## config.mk

```make
export PLATFORM = sky130hd
export DESIGN_NAME = mdlp_cell
export DESIGN_NICKNAME = d
export VERILOG_FILES = /design/src/rtl/mdlp_pkg.sv /design/src/rtl/mdlp_cell.sv
export SDC_FILE = /design/constraint.sdc
export NUM_CORES = 1
export LEC_CHECK = 0
export CORE_ASPECT_RATIO = 0.7
export CORE_MARGIN = 4
export CORE_UTILIZATION = 28
export CTS_CLUSTER_DIAMETER = 60
export DETAILED_ROUTE_END_ITERATION = 12
export DONT_BUFFER_PORTS = 1
export PLACE_DENSITY = 0.53
export SLEW_MARGIN = 20
export SYNTH_ARGS = -nofsm -noshare
export SYNTH_HDL_FRONTEND = slang
export SYNTH_SLANG_ARGS = --single-unit
```

## constraint.sdc

```tcl
create_clock -name clk -period 1.8 [get_ports clk]
set_input_delay 0.18 -clock clk [delete_from_list [all_inputs] [get_ports clk]]
set_output_delay 0.18 -clock clk [all_outputs]
set_load 0.02 [all_outputs]
```

## src/rtl/mdlp_pkg.sv

```systemverilog
// Shared types and constants of the minimum-degree layer peeling block.
package mdlp_pkg;

	localparam int MAX_NODES  = 64;
	localparam int NODE_LIMIT = (MAX_NODES < 64) ? MAX_NODES : 64;
	localparam int ID_W       = 6;
	localparam int DEG_W      = 7;

	localparam logic KIND_EDGE   = 1'b0;
	localparam logic KIND_FINISH = 1'b1;

	localparam logic CFG_NODE_COUNT = 1'b0;
	localparam logic CFG_DIRECTED   = 1'b1;

	typedef struct packed {
		logic            kind;
		logic [ID_W-1:0] source_node;
		logic [ID_W-1:0] target_node;
	} in_item_t;

	typedef struct packed {
		logic [ID_W-1:0] layer_rank;
		logic [ID_W-1:0] node_id;
		logic            last;
	} result_t;

	typedef enum logic [2:0] {
		OP_HOLD,
		OP_LOAD,
		OP_INIT,
		OP_DEG,
		OP_ROT,
		OP_PEEL,
		OP_WIPE
	} cell_op_t;

	typedef struct packed {
		logic [NODE_LIMIT-1:0] row;
		logic                  removed;
		logic [DEG_W-1:0]      deg;
		logic [ID_W-1:0]       rnd;
	} cell_data_t;

	typedef struct packed {
		cell_op_t         op;
		logic             dir;
		logic             head_alive;
		logic [DEG_W-1:0] min_deg;
		logic [ID_W-1:0]  rnd;
	} cell_ctrl_t;

endpackage

```

## src/rtl/mdlp_cell.sv

```systemverilog
// One node cell of the peeling ring: adjacency row, removed flag, degree and round.
module mdlp_cell (
	input  logic                           clk,
	input  logic                           arst_n,
	input  mdlp_pkg::cell_ctrl_t           ctrl,
	input  mdlp_pkg::cell_data_t           nb,
	input  logic                           head_bit,
	input  logic                           init_removed,
	input  logic [mdlp_pkg::NODE_LIMIT-1:0] load_mask,
	output mdlp_pkg::cell_data_t           cur,
	output mdlp_pkg::cell_data_t           fwd
);

	logic [mdlp_pkg::NODE_LIMIT-1:0] row_q;
	logic                            removed_q;
	logic [mdlp_pkg::DEG_W-1:0]      deg_q;
	logic [mdlp_pkg::ID_W-1:0]       rnd_q;
	logic                            inc;

	assign cur = '{row: row_q, removed: removed_q, deg: deg_q, rnd: rnd_q};
	assign inc = ctrl.head_alive & (ctrl.dir ? head_bit : row_q[0]);

	// During a degree step the row also turns by one bit so bit 0 tracks the head node.
	always_comb begin
		fwd = cur;
		if (ctrl.op == mdlp_pkg::OP_DEG) begin
			fwd.row = {row_q[0], row_q[mdlp_pkg::NODE_LIMIT-1:1]};
			fwd.deg = deg_q + {{(mdlp_pkg::DEG_W-1){1'b0}}, inc};
		end
	end

	always_ff @(posedge clk or negedge arst_n) begin
		if (!arst_n) begin
			row_q <= '0;
		end else begin
			case (ctrl.op)
				mdlp_pkg::OP_LOAD: row_q <= row_q | load_mask;
				mdlp_pkg::OP_DEG,
				mdlp_pkg::OP_ROT:  row_q <= nb.row;
				mdlp_pkg::OP_WIPE: row_q <= '0;
				default:           row_q <= row_q;
			endcase
		end
	end

	always_ff @(posedge clk) begin
		case (ctrl.op)
			mdlp_pkg::OP_INIT: begin
				removed_q <= init_removed;
				deg_q     <= '0;
			end
			mdlp_pkg::OP_DEG,
			mdlp_pkg::OP_ROT: begin
				removed_q <= nb.removed;
				deg_q     <= nb.deg;
				rnd_q     <= nb.rnd;
			end
			mdlp_pkg::OP_PEEL: begin
				if (!removed_q && deg_q == ctrl.min_deg) begin
					removed_q <= 1'b1;
					rnd_q     <= ctrl.rnd;
				end
				deg_q <= '0;
			end
			default: begin
				removed_q <= removed_q;
			end
		endcase
	end

endmodule

```

==> flow_summary.yaml <==
clock_network:
  cts-buffers-inserted: 9
  clkLatencyLatePin_ns: 0.34
  clk_pin_slew_ns: 0.06
  cts_root_buffer: "clkbuf_16"
  cts_tree: "done"
  htreeDepth: 3
  clk_path_buf_depth: 2
  cts.sinks: 78
floorplanning:
  die_x_um: 180.3
  rows: 43
  initial_utilization_pct: 28.91
  io_pins: 320
  dieArea_mm2: 0.02318
  core_mm2: 0.02012
  die_h_um: 128.6
timing:
  rsz0062_at_grt: "yes"
  finClkSkew_ns: 0.003499
  maxSlewViolCount: 0
  fmax_mhz: 482.0
  max-slew-margin-rel_pct: 68.72
  hold_slack_ns: 0.03184
  finalSetupViolations: 5
  worst_slack_ns: -0.2749
  fin_crit_sh_pct: 115.3
  min_period_ns: 2.075
  hold_viol_final: 0
  worstMarginPinSlew_ns: 0.4691
layout:
  fin_cells: 1062
  num-nets-final: 953
  utilization_pct: 33.25
  diodes: 0
  area_delta_synth_final_pct: 15.01
  drive_above_1_share_pct: 13.76
critical_path:
  cp_cell_sequence: "mux2i_1 > nor2b_1 > ha_2 > ha_4 > and3_1 > nand4_1 > xnor2_2 > buf_4"
  critPathCaptureType: "primary output"
  crit_path_max_incr_delay_ns: 0.34
  worstPathArrival_ns: 1.89
  worstSetupStartpointType: "register"
  crit_type: "reg -> out"
  required_ns: 1.62
  cp_slowest_cell: "dfrtp_1"
  cp_max_fo: 2
  path_delay_family: "simple AND/OR/NAND/NOR gates"
  crit_buf_inv: 1
routing:
  routed_wl_um: 21870
  drt_iter0_drc: 362
  vias_per_cell: 5.325
  drc: 0
  antenna_left: 0
  vias: 5655
  first_pass_iters: 5
  wire_per_inst_um: 20.59
logic_synthesis:
  synth.most_common_cell: "nand2_1"
  synth.yosys.warnings: 0
  synth_common_cells: "nand2_1, nor2_1, o21ai_0"
  syn_inst: 802
  synth_cell_types: 36
  ys_seq_area_share_pct: 34.76
  yosys.area.top_type: "dfrtp_1"
  synth_top_area_share_pct: 27.53
  ys_ff_latch: 78
  synth_edf_count: 14
  synth_nets: 968
  synth.cell_area_mm2: 0.005817
  synthArstFlopShare_pct: 82.05
  synth_ff_type: "dfrtp_1"
  synth_area_per_cell_um2: 7.253
  synthTopCellsByArea: "dfrtp_1, nand2_1, a211oi_2"
place:
  place_hpwl_um: 14630
  pre_cts_slack_ns: 0.03537
  gp_routability_congestion: 0.8787
  dp_cells: 1016
  port_buffers: 0
flow_run:
  max_cap_violations: 0
global_route:
  grt_max_degree: 90
  grt_pass1_vias: 5417
  grt_first_pass_wirelength_um: 33210
  grt_overflow: 0
  grtUsageTotal_pct: 18.02
  antenna_found_initial: 0
power_and_ir_drop:
  p_total_mw: 6.268
  ir_drop_mv: 0.4298
  p_leak_nw: 2.725
  p_per_area_mw_per_mm2: 936.9
run_status:
  violations: "setup timing"
  outcome: "complete, but fails checks"
min_path:
  min_path_type: "in -> reg"
## final timing paths
check	startpoint	end	slack (ns)	cells past startpoint
max	row_q[0]	fwd[12]	-0.27	8
min	nb[29]	row_q[15]	0.03	2
max reg2reg	deg_q[0]	rnd_q[3]	0.15	5
min reg2reg	row_q[16]	row_q[16]	0.73	2
max in group asynchronous	arst_n	row_q[53]	1.06	2
min in group asynchronous	arst_n	row_q[43]	0.33	2
## cells by family after synthesis
group	count (synthesis)	share of synthesized area (%)
AO/OA/AOI/OAI	262	29.83
XOR/XNOR	12	1.807
adder cells (fa/ha/maj)	2	0.4301
buffers and inverters	83	7.507
flip-flops	78	34.76
multiplexers	7	1.334
AND/OR/NAND/NOR	358	24.33
## state kept, by name, indices dropped and copies added, names as in the netlist
name / cells
removed_q: 1
rnd_q: 6
deg_q: 7
row_q: 64
## per-stage QoR
stage,cell area (um2),setup TNS [ns]
6_report,6690,-0.6480
5_1_grt,6690,-1.420
4_1_cts,6675,-0.7747
3_3_place_gp,5992,0
2_1_floorplan,5824,0
3_5_place_dp,5992,0
## repair_timing
action / 4_1_cts / 5_1_grt
resized for setup: 3 / 4
hold endpoints to repair: 128 / 0
cloned: 0 / 0
endpoints found under the setup margin: 6 / 6
pin swaps: 1 / 2
buffers inserted: 1 / 0
hold buffers: 29 / 0
## power breakdown
part           total (mW)  switching [mW]  internal [mW]
combinational        1.56            1.00          0.559
clock                2.09           0.780           1.31
sequential           2.62           0.594           2.03
## area by class of cell
cell class,instances,area (um2)
repair buffers,54,575.6
clock inverters,4,77.57
inverters,3,11.26
flip-flops and latches,78,2022
clock buffers,12,257.7
fillers,2169,13430
well taps,270,337.8
multi-input cells,641,3408
## metal layers
layer	up-vias	part of all wire, %	global-route usage [%]
met3	19	7.8	5.227
li1	2688	-	-
met5	-	0	0
met1	2684	45	24.89
met4	0	1.3	4.133
met2	264	46	28.20
## layout by cell type, fill, tap and decap left out, types with 2 or more instances in the layout
| cell type | count |
|---|---|
| nand4_1 | 3 |
| bufinv_16 | 2 |
| o22ai_1 | 2 |
| o21ai_0 | 75 |
| and2_1 | 8 |
| a21oi_1 | 64 |
| clkbuf_16 | 10 |
| nand2_4 | 2 |
| xnor2_1 | 4 |
| mux2_2 | 6 |
| edfxtp_1 | 14 |
| clkbuf_1 | 2 |
| nor2b_1 | 2 |
| nand2_1 | 200 |
| inv_1 | 3 |
| buf_12 | 5 |
| xor2_1 | 7 |
| dlygate4sd3_1 | 27 |
| and3_1 | 2 |
| a211oi_1 | 14 |
| buf_16 | 2 |
| dfrtp_1 | 64 |
| a211oi_2 | 51 |
| buf_4 | 20 |
| o21ai_1 | 54 |
| nor2_1 | 130 |
| nor4_1 | 2 |
(Power assumes the default switching activity.)
